**config.mk**
```make
export PLATFORM = sky130hd
export DESIGN_NAME = speech_activity_gate_flat
export DESIGN_NICKNAME = d
export VERILOG_FILES = /design/src/rtl/sag_pkg.sv /design/src/rtl/sag_stream_if.sv /design/src/rtl/sag_buf_acc.sv /design/src/rtl/speech_activity_gate.sv /design/src/flat_wrapper.sv
export SDC_FILE = /design/constraint.sdc
export NUM_CORES = 1
export LEC_CHECK = 0
export BUFFER_PORTS_ARGS = -buffer_cell sky130_fd_sc_hd__buf_2
export CORE_MARGIN = 5
export CORE_UTILIZATION = 40
export DETAILED_ROUTE_END_ITERATION = 8
export HOLD_SLACK_MARGIN = 0.06
export PLACE_DENSITY = 0.68
export SYNTH_ARGS = -nofsm -noshare
export SYNTH_HDL_FRONTEND = slang
export SYNTH_SLANG_ARGS = --single-unit
```
**constraint.sdc**
```tcl
create_clock -name clk -period 1.9 [get_ports clk]
set_input_delay 0.38 -clock clk [delete_from_list [all_inputs] [get_ports clk]]
set_output_delay 0.38 -clock clk [all_outputs]
set_load 0.01 [all_outputs]
```
**src/rtl/sag_pkg.sv**
```systemverilog
// sag_pkg: shared types and constants for the speech activity gate
// depends on nothing; used by the interface users, the accumulator and the top level

package sag_pkg;

    // field widths fixed by the item formats
    localparam int SAMPLE_W   = 16;
    localparam int CNT_W      = 16;
    localparam int LOUD_W     = 14;
    localparam int SUM_W      = 18;
    localparam int OUT_Q_W    = 9;
    localparam int CFG_IDX_W  = 2;
    localparam int CFG_DATA_W = 16;

    localparam logic [CNT_W-1:0]  CNT_MAX  = '1;
    localparam logic [LOUD_W-1:0] LOUD_MAX = '1;

    // register indexes on the configuration port
    typedef enum logic [CFG_IDX_W-1:0] {
        REG_NOISE_LEVEL      = 2'd0,
        REG_CHANGE_THRESHOLD = 2'd1,
        REG_SIGNAL_COUNT_MIN = 2'd2,
        REG_QUEUE_LIMIT      = 2'd3
    } cfg_reg_t;

    // register reset values
    localparam logic [15:0] NOISE_LEVEL_RST      = 16'd3000;
    localparam logic [7:0]  CHANGE_THRESHOLD_RST = 8'd10;
    localparam logic [13:0] SIGNAL_COUNT_MIN_RST = 14'd20;
    localparam logic [8:0]  QUEUE_LIMIT_RST      = 9'd300;

    // input item
    typedef struct packed {
        logic signed [SAMPLE_W-1:0] sample;
        logic                       last_in_buffer;
    } sag_in_t;

    // result item, one per buffer
    typedef struct packed {
        logic [15:0]        peak;
        logic               buffer_has_signal;
        logic               in_speech;
        logic [OUT_Q_W-1:0] queued_buffers;
        logic               segment_ready;
        logic               segment_forced;
        logic [OUT_Q_W-1:0] segment_buffers;
        logic [CNT_W-1:0]   buffer_samples;
    } sag_out_t;

    // per-buffer statistics handed from the accumulator to the decision logic
    typedef struct packed {
        logic [15:0]       peak;
        logic [LOUD_W-1:0] loud_count;
        logic [CNT_W-1:0]  samples;
    } buf_stats_t;

endpackage

```
**src/rtl/sag_stream_if.sv**
```systemverilog
// sag_stream_if: valid/ready stream channel carrying one item per handshake
// depends on nothing; the item type is given at instantiation

interface sag_stream_if #(parameter type item_t = logic) ();
    logic  valid;
    logic  ready;
    item_t item;

    modport source (output valid, output item, input ready);
    modport sink (input valid, input item, output ready);
endinterface

```
**src/rtl/sag_buf_acc.sv**
```systemverilog
// sag_buf_acc: per-sample accumulation of peak sum, loud count and sample count
// depends on sag_pkg

module sag_buf_acc import sag_pkg::*;
#(
    parameter int DECIMATION = 4
)
(
    input  logic                       clk,
    input  logic                       rst_n,
    input  logic                       fire,
    input  logic signed [SAMPLE_W-1:0] sample,
    input  logic                       last,
    input  logic [15:0]                noise_level,
    output buf_stats_t                 stats
);

    localparam int PH_W = (DECIMATION > 1) ? $clog2(DECIMATION) : 1;
    localparam logic [PH_W-1:0] PH_LAST = PH_W'(DECIMATION - 1);

    logic [CNT_W-1:0]  pos_reg,   pos_next;
    logic [PH_W-1:0]   phase_reg, phase_next;
    logic [LOUD_W-1:0] loud_reg,  loud_next;
    logic [SUM_W-1:0]  sum_reg,   sum_next;

    logic [15:0]       mag;
    logic [CNT_W-1:0]  pos_upd;
    logic [PH_W-1:0]   phase_upd;
    logic [LOUD_W-1:0] loud_upd;
    logic [SUM_W-1:0]  sum_upd;
    logic              pos_open;

    // magnitude; the most negative sample gives 32768
    assign mag = sample[SAMPLE_W-1] ? (~sample + 16'd1) : sample;

    always_comb
    begin
        pos_open  = (pos_reg != CNT_MAX);
        // only the first four samples feed the peak
        sum_upd   = (pos_reg < CNT_W'(4)) ? (sum_reg + SUM_W'(mag)) : sum_reg;
        // decimated loudness test, stopped once the position saturates
        loud_upd  = loud_reg;
        if (pos_open && (phase_reg == '0) && (mag > noise_level) && (loud_reg != LOUD_MAX))
        begin
            loud_upd = loud_reg + LOUD_W'(1);
        end
        pos_upd   = pos_open ? (pos_reg + CNT_W'(1)) : pos_reg;
        phase_upd = (phase_reg == PH_LAST) ? '0 : (phase_reg + PH_W'(1));

        stats.peak       = sum_upd[SUM_W-1:2];
        stats.loud_count = loud_upd;
        stats.samples    = pos_upd;

        // hold, advance, or restart at the end of the buffer
        pos_next   = pos_reg;
        phase_next = phase_reg;
        loud_next  = loud_reg;
        sum_next   = sum_reg;
        if (fire)
        begin
            if (last)
            begin
                pos_next   = '0;
                phase_next = '0;
                loud_next  = '0;
                sum_next   = '0;
            end
            else
            begin
                pos_next   = pos_upd;
                phase_next = phase_upd;
                loud_next  = loud_upd;
                sum_next   = sum_upd;
            end
        end
    end

    always_ff @(posedge clk or negedge rst_n)
    begin
        if (!rst_n)
        begin
            pos_reg   <= '0;
            phase_reg <= '0;
            loud_reg  <= '0;
            sum_reg   <= '0;
        end
        else
        begin
            pos_reg   <= pos_next;
            phase_reg <= phase_next;
            loud_reg  <= loud_next;
            sum_reg   <= sum_next;
        end
    end

endmodule

```
**src/rtl/speech_activity_gate.sv**
```systemverilog
// speech_activity_gate: energy based voice activity gate with hysteresis
// depends on sag_pkg, sag_stream_if and sag_buf_acc
//
// Usage:
//   samples: sink channel of sag_in_t items, one audio sample each, with a
//   last-in-buffer mark. results: source channel of sag_out_t items, one per
//   buffer, produced from the buffer's last sample. cfg_we/cfg_index/cfg_data
//   write the four registers; write them only while no item is in flight.
//   Throughput is one sample per cycle while no buffer end waits in the
//   input register. A sample is taken into an input register, processed
//   from there by the accumulator and decision logic, and its result lands
//   in the output register.
//   When results stalls, the output register holds its item; samples that end
//   no buffer still flow, and a second buffer end waits in the input register,
//   which drops samples.ready until the output register frees.
//   Reset clears all counters, the speech flag and the queue count, sets the
//   registers to their defaults and empties both pipeline registers.

module speech_activity_gate import sag_pkg::*;
#(
    parameter int QUEUE_BITS  = 9,
    parameter int TRIM_MARGIN = 4,
    parameter int DECIMATION  = 4
)
(
    input  logic                  clk,
    input  logic                  rst_n,
    input  logic                  cfg_we,
    input  logic [CFG_IDX_W-1:0]  cfg_index,
    input  logic [CFG_DATA_W-1:0] cfg_data,
    sag_stream_if.sink            samples,
    sag_stream_if.source          results
);

    localparam int CMP_W = (QUEUE_BITS > 10) ? QUEUE_BITS + 1 : 11;
    localparam logic [QUEUE_BITS-1:0] QMAX = '1;

    // configuration registers
    logic [15:0] noise_level_reg;
    logic [7:0]  change_threshold_reg;
    logic [13:0] signal_count_min_reg;
    logic [8:0]  queue_limit_reg;

    // buffer level state
    logic                  speech_flag_reg,  speech_flag_next;
    logic [CNT_W-1:0]      noise_cnt_reg,    noise_cnt_next;
    logic [CNT_W-1:0]      signal_cnt_reg,   signal_cnt_next;
    logic [QUEUE_BITS-1:0] queue_count_reg,  queue_count_next;

    // pipeline registers
    logic     s1_valid_reg, s1_valid_next;
    sag_in_t  s1_item_reg;
    logic     out_valid_reg, out_valid_next;
    sag_out_t out_item_reg, out_item_next;

    logic       out_free;
    logic       s1_go;
    logic       buf_end;
    buf_stats_t stats;

    logic                  sig;
    logic [QUEUE_BITS-1:0] q_inc;
    logic [CMP_W-1:0]      keep;
    logic                  seg_ready;
    logic                  seg_forced;
    logic [QUEUE_BITS-1:0] seg_len;

    // handshake
    assign out_free      = !out_valid_reg || results.ready;
    assign s1_go         = s1_valid_reg && (!s1_item_reg.last_in_buffer || out_free);
    assign buf_end       = s1_go && s1_item_reg.last_in_buffer;
    assign samples.ready = !s1_valid_reg || s1_go;
    assign results.valid = out_valid_reg;
    assign results.item  = out_item_reg;

    // configuration writes
    always_ff @(posedge clk or negedge rst_n)
    begin
        if (!rst_n)
        begin
            noise_level_reg      <= NOISE_LEVEL_RST;
            change_threshold_reg <= CHANGE_THRESHOLD_RST;
            signal_count_min_reg <= SIGNAL_COUNT_MIN_RST;
            queue_limit_reg      <= QUEUE_LIMIT_RST;
        end
        else if (cfg_we)
        begin
            case (cfg_reg_t'(cfg_index))
                REG_NOISE_LEVEL:      noise_level_reg      <= cfg_data;
                REG_CHANGE_THRESHOLD: change_threshold_reg <= cfg_data[7:0];
                REG_SIGNAL_COUNT_MIN: signal_count_min_reg <= cfg_data[13:0];
                REG_QUEUE_LIMIT:      queue_limit_reg      <= cfg_data[8:0];
                default:              noise_level_reg      <= noise_level_reg;
            endcase
        end
    end

    // per-sample accumulation
    sag_buf_acc #(
        .DECIMATION (DECIMATION)
    ) u_acc (
        .clk         (clk),
        .rst_n       (rst_n),
        .fire        (s1_go),
        .sample      (s1_item_reg.sample),
        .last        (s1_item_reg.last_in_buffer),
        .noise_level (noise_level_reg),
        .stats       (stats)
    );

    // buffer decision: hysteresis, queue trim and segment report
    always_comb
    begin
        sig              = (stats.loud_count >= signal_count_min_reg);
        speech_flag_next = speech_flag_reg;
        noise_cnt_next   = noise_cnt_reg;
        signal_cnt_next  = signal_cnt_reg;
        seg_ready        = 1'b0;
        seg_forced       = 1'b0;
        seg_len          = '0;
        keep             = CMP_W'(change_threshold_reg) + CMP_W'(TRIM_MARGIN);
        q_inc            = (queue_count_reg == QMAX) ? queue_count_reg
                                                     : queue_count_reg + QUEUE_BITS'(1);
        queue_count_next = q_inc;

        if (sig)
        begin
            signal_cnt_next = (signal_cnt_reg == CNT_MAX) ? signal_cnt_reg
                                                          : signal_cnt_reg + CNT_W'(1);
        end
        else
        begin
            noise_cnt_next = (noise_cnt_reg == CNT_MAX) ? noise_cnt_reg
                                                        : noise_cnt_reg + CNT_W'(1);
        end

        if (speech_flag_reg)
        begin
            // speech end; a lone queued buffer gives no segment
            if (noise_cnt_next > CNT_W'(change_threshold_reg))
            begin
                signal_cnt_next  = '0;
                speech_flag_next = 1'b0;
                if (q_inc > QUEUE_BITS'(1))
                begin
                    seg_ready        = 1'b1;
                    seg_len          = q_inc;
                    queue_count_next = '0;
                end
            end
        end
        else
        begin
            if (signal_cnt_next > CNT_W'(change_threshold_reg))
            begin
                noise_cnt_next   = '0;
                speech_flag_next = 1'b1;
            end
            // idle trim, also in the step where speech starts
            if (CMP_W'(q_inc) > keep)
            begin
                queue_count_next = QUEUE_BITS'(keep);
            end
        end

        // queue overflow forces a segment out
        if (CMP_W'(queue_count_next) > CMP_W'(queue_limit_reg))
        begin
            seg_ready        = 1'b1;
            seg_forced       = 1'b1;
            seg_len          = queue_count_next;
            queue_count_next = '0;
        end

        out_item_next.peak              = stats.peak;
        out_item_next.buffer_has_signal = sig;
        out_item_next.in_speech         = speech_flag_next;
        out_item_next.queued_buffers    = OUT_Q_W'(queue_count_next);
        out_item_next.segment_ready     = seg_ready;
        out_item_next.segment_forced    = seg_forced;
        out_item_next.segment_buffers   = OUT_Q_W'(seg_len);
        out_item_next.buffer_samples    = stats.samples;
    end

    // pipeline valid bits
    always_comb
    begin
        s1_valid_next = s1_valid_reg;
        if (samples.ready)
        begin
            s1_valid_next = samples.valid;
        end
        out_valid_next = out_valid_reg;
        if (buf_end)
        begin
            out_valid_next = 1'b1;
        end
        else if (results.ready)
        begin
            out_valid_next = 1'b0;
        end
    end

    // control state
    always_ff @(posedge clk or negedge rst_n)
    begin
        if (!rst_n)
        begin
            s1_valid_reg    <= 1'b0;
            out_valid_reg   <= 1'b0;
            speech_flag_reg <= 1'b0;
            noise_cnt_reg   <= '0;
            signal_cnt_reg  <= '0;
            queue_count_reg <= '0;
        end
        else
        begin
            s1_valid_reg  <= s1_valid_next;
            out_valid_reg <= out_valid_next;
            if (buf_end)
            begin
                speech_flag_reg <= speech_flag_next;
                noise_cnt_reg   <= noise_cnt_next;
                signal_cnt_reg  <= signal_cnt_next;
                queue_count_reg <= queue_count_next;
            end
        end
    end

    // payload registers
    always_ff @(posedge clk)
    begin
        if (samples.valid && samples.ready)
        begin
            s1_item_reg <= samples.item;
        end
        if (buf_end)
        begin
            out_item_reg <= out_item_next;
        end
    end

`ifndef ASSERT_OFF
    // a buffer end waiting behind a full, stalled output stays put
    a_stall_hold: assert property (@(posedge clk) disable iff (!rst_n)
        (s1_valid_reg && s1_item_reg.last_in_buffer && out_valid_reg && !results.ready)
        |=> (s1_valid_reg && $stable(s1_item_reg)))
        else $error("buffer end lost while output stalled");

    // no segment means no segment fields
    a_no_seg_fields: assert property (@(posedge clk) disable iff (!rst_n)
        (out_valid_reg && !out_item_reg.segment_ready)
        |-> (!out_item_reg.segment_forced && (out_item_reg.segment_buffers == '0)))
        else $error("segment fields set without a segment");

    // a forced segment empties the queue
    a_forced_empty: assert property (@(posedge clk) disable iff (!rst_n)
        (out_valid_reg && out_item_reg.segment_forced)
        |-> (out_item_reg.queued_buffers == '0))
        else $error("queue not emptied by forced segment");
`endif

endmodule
```
**src/flat_wrapper.sv**
```systemverilog
// flat-port wrapper written by rule: the top's interface ports become plain ports
module speech_activity_gate_flat import sag_pkg::*;
#(
    parameter int QUEUE_BITS  = 9,
    parameter int TRIM_MARGIN = 4,
    parameter int DECIMATION  = 4
)
  (clk, rst_n, cfg_we, cfg_index, cfg_data, samples_valid, samples_item, samples_ready, results_valid, results_item, results_ready);
  sag_stream_if samples_i ();
  sag_stream_if results_i ();
  input  logic clk;
  input  logic rst_n;
  input  logic cfg_we;
  input  logic [CFG_IDX_W-1:0] cfg_index;
  input  logic [CFG_DATA_W-1:0] cfg_data;
  input wire logic [$bits(samples_i.valid)-1:0] samples_valid;
  input wire logic [$bits(samples_i.item)-1:0] samples_item;
  output wire logic [$bits(samples_i.ready)-1:0] samples_ready;
  output wire logic [$bits(results_i.valid)-1:0] results_valid;
  output wire logic [$bits(results_i.item)-1:0] results_item;
  input wire logic [$bits(results_i.ready)-1:0] results_ready;
  assign samples_i.valid = samples_valid;
  assign samples_i.item = samples_item;
  assign samples_ready = samples_i.ready;
  assign results_valid = results_i.valid;
  assign results_item = results_i.item;
  assign results_i.ready = results_ready;
  speech_activity_gate #(.QUEUE_BITS(QUEUE_BITS), .TRIM_MARGIN(TRIM_MARGIN), .DECIMATION(DECIMATION)) u_core (.clk(clk), .rst_n(rst_n), .cfg_we(cfg_we), .cfg_index(cfg_index), .cfg_data(cfg_data), .samples(samples_i), .results(results_i));
endmodule
```
Word-level counts from Yosys, hierarchy flattened
Cells that the tools add are included.
{"block": "word_totals", "elab_cells": 21, "ff_bits": 20, "input_bits": 24, "output_inout_bits": 3}
{"block": "classes", "n_reduce_logical": 10, "addsub": 1, "n_eq_ne": 1, "mux": 4}
{"op": "$mux 16", "count": 2}
{"op": "$add 16x1->16 const B", "count": 1}
{"op": "$ne 16x16->1 const B", "count": 1}
{"op": "$logic_and 1x1->1", "count": 3}
{"op": "$logic_not 1->1", "count": 3}
{"op": "$logic_or 1x1->1", "count": 3}
{"op": "$mux 1", "count": 2}
{"op": "$reduce_bool 2->1", "count": 1}

Depth between registers and ports, before layout
Gate-level depths: netlist (run 1).
{"block": "logic_depth", "ltp_word": 6, "mapped_depth": 6, "ltp_nobuf": 5}

Modules after synthesis
Synthesis (run 1) repeated with hierarchy kept, for this count alone.
{"block": "hier_totals", "hier_cells": 590, "hier_area_um2": 5373.9}
{"mod": "sag_buf_acc", "area_each_um2": 4588.2, "cells_per_inst": 543, "seq_area_each_um2": 1251.2, "instances": 1}
{"mod": "speech_activity_gate", "area_each_um2": 785.8, "cells_per_inst": 47, "seq_area_each_um2": 519.2, "instances": 1}

Worst setup path after synthesis (run 1)
OpenSTA, ideal clock, no wires.
{"block": "synth_path", "path_kind": "register to register", "from": "reg u_core.u_acc.pos_reg[0]", "to": "reg u_core.u_acc.pos_reg[9]", "stages_incl_launch_ff": 7, "path_buffers": 1, "synth_period_minus_slack_ns": 1.858, "required_ns": 1.835, "setup_slack_ns": 0.042, "setup_ns": 0.065, "arrival_ns": 1.794, "cell_sequence": "dfrtp_1 ha_1 buf_2 nand4_2 or4_4 a311oi_1 a211o_1"}
{"block": "synth_between", "elab_chain_cells": 3, "elab_cells_between_ends": 4, "classes_between": "add/sub: 1; eq/ne: 1; mux: 2"}
{"item": "from (decl)", "line": "sag_buf_acc.sv:21", "rtl": "logic [CNT_W-1:0] pos_reg, pos_next;"}
{"item": "from (signal assigned)", "line": "sag_buf_acc.sv:89", "rtl": "pos_reg <= pos_next;"}
{"item": "$add 16x1->16 or $ne 16x16->1 (tied branches)", "line": "sag_buf_acc.sv:47, sag_buf_acc.sv:38"}
{"item": "$mux 16 (*)", "line": "sag_buf_acc.sv:47", "rtl": "pos_upd = pos_open ? (pos_reg + CNT_W'(1)) : pos_reg;"}
{"item": "$mux 16 (*)", "line": "sag_buf_acc.sv:61", "rtl": "if (last)"}
Mark *: on every way between the ends. The rest lies on a longest branch, timed or not.
A chain may end at the register's enable or synchronous reset.

Worst setup path after layout (run 1)
Ends and elaborated chain as after synthesis.

==> qor.yml, run 1 <==
syn_area_per_cell_um2: 9.41
synthTopCellsByArea: "dfrtp_1 (37%), edfxtp_1 (5.0%), nand2_1 (4.0%), nand3_1 (3.3%), o311ai_0 (2.9%)"
hold_path_end: "u_core.s1_item_reg[0]$_DFFE_PP_"
dp.cells: 171
post-route-min-period_ps: 1780
final-instance-count-excl-fill: 177
path_clk_slew_ps: 110
num_rows: 20
cts.sinks: 20
power.density_nw_per_um2: 732
critPathCaptureType: "flop"
multi_input_area_um2: 627
synth_seq_cells: 20
synth-xor-area-share_pct: 0.727
syn_area_um2: 1200
sw_frac_of_total_pct: 33.5
synthTopCellsByCount: "dfrtp_1 (18), nand2_1 (13), inv_1 (8), nand3_1 (8), nor4_1 (5)"
synthArstFlopShare_pct: 90.0
slew_viol_final: 0
first_pass_iters: 4
hold_viol: 0
cp.arrival_ps: 2030
cts_tree: "yes"
muxShareOfSynthArea_pct: 0
wl_per_cell_um: 16.0
worstPathMaxFanout: 5
hp-class: "input port to flop"
r2r_setup_slack_ps: 120
synthCells: 128
r2r_cells: 5
synth_top_area_cell: "dfrtp_1"
seq_area_frac_synth_pct: 42.4
slew_headroom_pct: 72.4
antenna_found_initial: 0
seq_area_um2: 510
synth_most_common_cell: "dfrtp_1"
slowest_stage: "or4_4"
fmax_mhz: 562
die_y_um: 64.9
synthAdderAreaFrac_pct: 1.04
via_per_inst: 6.18
whs_path_depth: 1
fin_tns_setup_ps: 0
drtIter0Drc: 45
place.gp.congestion: 0.832
yosys.area_share.simple_pct: 28.2
layout-drive-gt1-share_pct: 20.1
setup_violations: 0
grt_pass1_wl_um: 4950
nNetsFinal: 170
largest_reg_flops: 16
leakagePower_nw: 0.611
p_comb_share_pct: 22.1
min_period_over_period_pct: 93.6
synth_edf_count: 2
cts-root-buf: "clkbuf_4"
required_ps: 2150
syn_nets: 153
synth_top_family_by_area: "simple AND/OR/NAND/NOR gates"
dp_hpwl_um: 2100
grt_max_degree: 19
drc_errors: 0
tightestPinTransition_ps: 414
die-area_um2: 4210
skew_ps: 4.44
die_width_um: 64.9
syn_to_final_growth_pct: 13.7
core_um2: 2980
io_buffers: 7
track_usage_pct: 14.8
seq_power_share_pct: 57.1
rsz0062_at_grt: "no"
vias: 1094
overflow: 0
switchingPower_uw: 335
io-pin-count: 27
p_int_uw: 667
synth_top_area_share_pct: 37.4
yosys_warnings: 0
fillerInstances: 289
drtAntennaViolNets: 0
hold_path_startpoint: "samples_item"
startpoint_type: "flop"
clock_latency_ps: 300
synth_ff_type: "dfrtp_1"
cp_cell_sequence: "ha_1 > nand4_2 > or4_4 > a311oi_1 > a211o_1"
max-vdd-ir-drop_mv: 0.367
grt_pass1_vias: 1129
clock_path_buffers: 2
initial_core_util_pct: 40.5
numCtsBuffers: 3
htreeDepth: 1
status: "completed"
r2r_start: "u_core.u_acc.pos_reg[0]$_DFFE_PN0P_"
clockPowerShare_pct: 20.8
cpPeakStageDelay_ps: 580
netlist-cell-type-count: 44
drt-total-wl_um: 2830
worstSetupPathType: "flop to flop"
cts_resized: 0
antenna_cells: 0
synth_compound_area_share_pct: 22.0
max_cap_violations: 0
rr_endpoint: "u_core.u_acc.pos_reg[9]$_DFFE_PN0P_"
## metal layers
layer	track usage (%)	wire, um	up-vias
met3	1.73	95	5
met1	17.6	1240	534
met4	5.54	39	0
met2	26.8	1460	24
li1	-	-	531
met5	0	0	-
## placed cells by master, fill, tap and decap left out, drive strengths merged, types with 4 or more instances in the layout
cell / n
buf: 19
dfrtp: 18
inv: 8
nand2: 13
nand3: 9
nand4: 5
nor2: 4
nor4: 6
o311ai: 4
## critical path, delay by kind of cell, from the launching register on
family / cells / cell delay (ps)
DFF: 1 / 390
and+or+nand+nor: 2 / 710
adders and majority gates: 1 / 220
AOI/OAI and AO/OA: 2 / 410
## logic make-up after synthesis
group | Yosys count
fa+ha+maj | 1
buf+inv | 16
flops | 20
xor+xnor | 1
compound gates | 34
simple gates | 56
## final cells by class
class                           count  share of cell area [%]
Clock buffer                        3                    1.64
Tap cell                           33                    3.01
Clock inverter                      1                   0.274
Timing Repair Buffer               20                    9.86
Sequential cell                    20                    37.3
Multi-Input combinational cell     92                    45.8
Inverter                            8                    2.19
## per-stage QoR
step / hold slack (ps) / worst slack [ps] / power [mW] / utilization (%) / cell area (um2)
floorplan: 84.4 / 41.8 / 0.711 / - / 1200
global placement: 335 / 163 / 0.769 / 44.5 / 1330
global route: 238 / 39.1 / 1.07 / 46.0 / 1370
finish: 246 / 122 / 1.00 / 46.0 / 1370
detailed placement: 339 / 128 / 0.790 / 44.5 / 1330
CTS: 240 / 87.1 / 0.998 / 45.8 / 1360
## how the worst max path moves through the flow
stage,start,to,slack (ps),depth (start not counted)
detailed placement,u_core.u_acc.pos_reg[1]$_DFFE_PN0P_,u_core.u_acc.pos_reg[9]$_DFFE_PN0P_,130,5
floorplan,u_core.u_acc.pos_reg[0]$_DFFE_PN0P_,u_core.u_acc.pos_reg[9]$_DFFE_PN0P_,40,6
global route,u_core.u_acc.pos_reg[8]$_DFFE_PN0P_,u_core.u_acc.pos_reg[14]$_DFFE_PN0P_,40,5
CTS,u_core.u_acc.pos_reg[1]$_DFFE_PN0P_,u_core.u_acc.pos_reg[9]$_DFFE_PN0P_,90,5
finish,u_core.u_acc.pos_reg[0]$_DFFE_PN0P_,u_core.u_acc.pos_reg[9]$_DFFE_PN0P_,120,5
global placement,u_core.u_acc.pos_reg[1]$_DFFE_PN0P_,u_core.u_acc.pos_reg[9]$_DFFE_PN0P_,160,5
## repair_timing
item	in CTS	in global routing
setup buffers	0	1
endpoints found under the setup margin	0	2
hold buffers	1	0
hold endpoints to repair	18	0
## power by group through the flow
stage                     clock [mW]  combinational, mW  sequential (mW)
after floorplan                    0              0.174            0.537
after global placement             0              0.199            0.570
after detailed placement           0              0.212            0.579
after CTS                      0.212              0.214            0.572
after global routing           0.232              0.257            0.583
final                          0.208              0.222            0.573
Power figures use the tool's default switching activity.
==> run 2, diff against run 1 <==
--- a/config.mk
+++ b/config.mk
@@ -5,6 +5,7 @@
 export SDC_FILE = /design/constraint.sdc
 export NUM_CORES = 1
 export LEC_CHECK = 0
+export ABC_AREA = 1
 export BUFFER_PORTS_ARGS = -buffer_cell sky130_fd_sc_hd__buf_2
 export CORE_MARGIN = 5
 export CORE_UTILIZATION = 40
==> qor.yml, run 2 <==
final_cell_mix: "nand2_1 (71), inv_1 (20), nand3_1 (19), dfrtp_1 (18), nor2_1 (17)"
die_width_um: 66.0
numCtsBuffers: 3
required_ps: 2120
final-instance-count-excl-fill: 234
max-vdd-ir-drop_mv: 0.426
r2r_start: "u_core.u_acc.pos_reg[0]$_DFFE_PN0P_"
yosys_warnings: 0
synthTopCellsByArea: "dfrtp_1 (36%), nand2_1 (21%), nand3_1 (7.6%), inv_1 (6.0%), nor2_1 (5.1%)"
synth_most_common_cell: "nand2_1"
core_um2: 3030
startpoint_type: "flop"
initial_core_util_pct: 41.4
synthTopCellsByCount: "nand2_1 (71), inv_1 (20), nand3_1 (19)"
layout_commonest_cell: "nand2_1"
cp_cell_sequence: "ha_1 > nand2_1 > nor2_4 > nand2_2 > nor2_4 > nand2_2 > nand2_4 > inv_2 > nand2_1 > nand2_1"
power.density_nw_per_um2: 603
leakagePower_nw: 0.658
layout-drive-gt1-share_pct: 12.1
status: "completed"
die_y_um: 66.0
syn_area_um2: 1250
dp.cells: 229
cts-root-buf: "clkbuf_4"
cts_resized: 0
slew_headroom_pct: 71.0
hold_path_startpoint: "samples_item"
max_cap_violations: 0
clock_latency_ps: 320
cp.arrival_ps: 1870
slew_viol_final: 0
netlist-cell-type-count: 23
hold_path_end: "u_core.s1_item_reg[0]$_DFFE_PP_"
synth_seq_cells: 20
min_period_over_period_pct: 86.6
critical_path_buf_inv_count: 1
fin_tns_setup_ps: 0
drc_errors: 0
skew_ps: 15.0
place.gp.congestion: 0.789
synth_ff_type: "dfrtp_1"
dp_hpwl_um: 1810
seq_area_frac_synth_pct: 40.7
vias: 1095
path_clk_slew_ps: 130
antenna_cells: 0
worstSetupPathType: "flop to flop"
synthCells: 180
clock_path_buffers: 2
fillerInstances: 305
critPathCaptureType: "flop"
synthArstFlopShare_pct: 90.0
grt_pass1_wl_um: 4410
worstPathMaxFanout: 20
antenna_found_initial: 0
cts_tree: "yes"
drtAntennaViolNets: 0
io-pin-count: 27
drtIter0Drc: 49
crit_top_cell: "nand2_1"
grt_pass1_vias: 1003
hp-class: "input port to flop"
htreeDepth: 1
tightestPinTransition_ps: 433
setup_violations: 0
r2r_setup_slack_ps: 250
post-route-min-period_ps: 1650
overflow: 0
cpPeakStageDelay_ps: 430
synth_edf_count: 2
rr_endpoint: "u_core.u_acc.pos_reg[9]$_DFFE_PN0P_"
syn_nets: 205
syn_area_per_cell_um2: 6.97
whs_path_depth: 1
io_buffers: 7
r2r_cells: 10
fmax_mhz: 608
power.total_uw: 822
rsz0062_at_grt: "no"
num_rows: 20
synth_top_area_share_pct: 35.9
nNetsFinal: 216
synth_top_area_cell: "dfrtp_1"
die-area_um2: 4360
wl_per_cell_um: 10.5
largest_reg_flops: 16
track_usage_pct: 13.0
grt_max_degree: 21
via_per_inst: 4.68
hold_viol: 0
drt-total-wl_um: 2460
cts.sinks: 20
slowest_stage: "dfrtp_1"
first_pass_iters: 4
syn_to_final_growth_pct: 8.77
cp_top_family: "simple AND/OR/NAND/NOR gates"
## run 2: changes by cell type in the layout (fill, tap and decap cells not counted), moves of 4 or more
cell      before  now
nor4_1         5    0
buf_4         12    0
nand3_1        8   19
nand2_1       13   71
inv_1          8   20
nor2_1         4   17
o311ai_0       4    0
o21ai_1        0    5
## run 2: layout make-up
class	count	area [um2]	share of cell area, %
Timing Repair Buffer	8	45.0	3.30
Sequential cell	20	510	37.4
Clock buffer	4	36.3	2.66
Inverter	23	86.3	6.32
Tap cell	44	55.1	4.03
Multi-Input combinational cell	135	632	46.3
## run 2: logic make-up (layout without fill, tap and decap cells)
logic type / after synthesis / count (layout) / synth area share [%]
buffers and inverters: 25 / 35 / 8.97
and+or+nand+nor: 124 / 124 / 44.0
DFF: 20 / 20 / 40.7
AOI/OAI and AO/OA: 7 / 7 / 3.29
adders and majority gates: 1 / 1 / 0.997
xor gates and xnor gates: 3 / 3 / 2.09
## run 2: worst register-to-register path, delay by kind of cell, from the launching register on
family | cells | cell delay (ps)
fa+ha+maj | 1 | 200
buf+inv | 1 | 60
simple gates | 8 | 870
flops | 1 | 430
## run 2: metrics by stage
step	instance area, um2	util, %	hold WS (ps)	setup WS [ps]
2_1_floorplan	1250	-	84.4	424
3_3_place_gp	1320	43.6	338	248
3_5_place_dp	1320	43.6	343	248
4_1_cts	1370	45.1	226	223
5_1_grt	1370	45.1	221	91.0
6_report	1370	45.1	228	254
## run 2: what timing repair did
| action | CTS | global route |
|---|---|---|
| buffers inserted | 0 | 0 |
| hold buffers | 1 | 0 |
| endpoints found under the setup margin | 0 | 0 |
| hold endpoints to repair | 18 | 0 |
## run 2: worst max-delay path by stage
stage | cells after the start | endpoint | slack (ps) | startpoint
after floorplan | 11 | u_core.u_acc.pos_reg[9]$_DFFE_PN0P_ | 420 | u_core.u_acc.pos_reg[0]$_DFFE_PN0P_
after global placement | 10 | u_core.u_acc.pos_reg[9]$_DFFE_PN0P_ | 250 | u_core.u_acc.pos_reg[0]$_DFFE_PN0P_
after detailed placement | 10 | u_core.u_acc.pos_reg[9]$_DFFE_PN0P_ | 250 | u_core.u_acc.pos_reg[0]$_DFFE_PN0P_
after CTS | 10 | u_core.u_acc.pos_reg[9]$_DFFE_PN0P_ | 220 | u_core.u_acc.pos_reg[0]$_DFFE_PN0P_
after global routing | 10 | u_core.u_acc.pos_reg[9]$_DFFE_PN0P_ | 90 | u_core.u_acc.pos_reg[0]$_DFFE_PN0P_
final | 10 | u_core.u_acc.pos_reg[9]$_DFFE_PN0P_ | 250 | u_core.u_acc.pos_reg[0]$_DFFE_PN0P_
## run 2: layer usage
metal | GRT usage, % | part of all wire, %
met2 | 20.9 | 44
met4 | 6.09 | 2.3
met3 | 1.53 | 2.3
met1 | 17.4 | 51
met5 | 0 | 0
## run 2: power breakdown
part | total, mW | internal, mW | switching, mW
Clock | 0.258 | 0.117 | 0.141
Sequential | 0.473 | 0.453 | 0.0202
Combinational | 0.0915 | 0.0310 | 0.0604
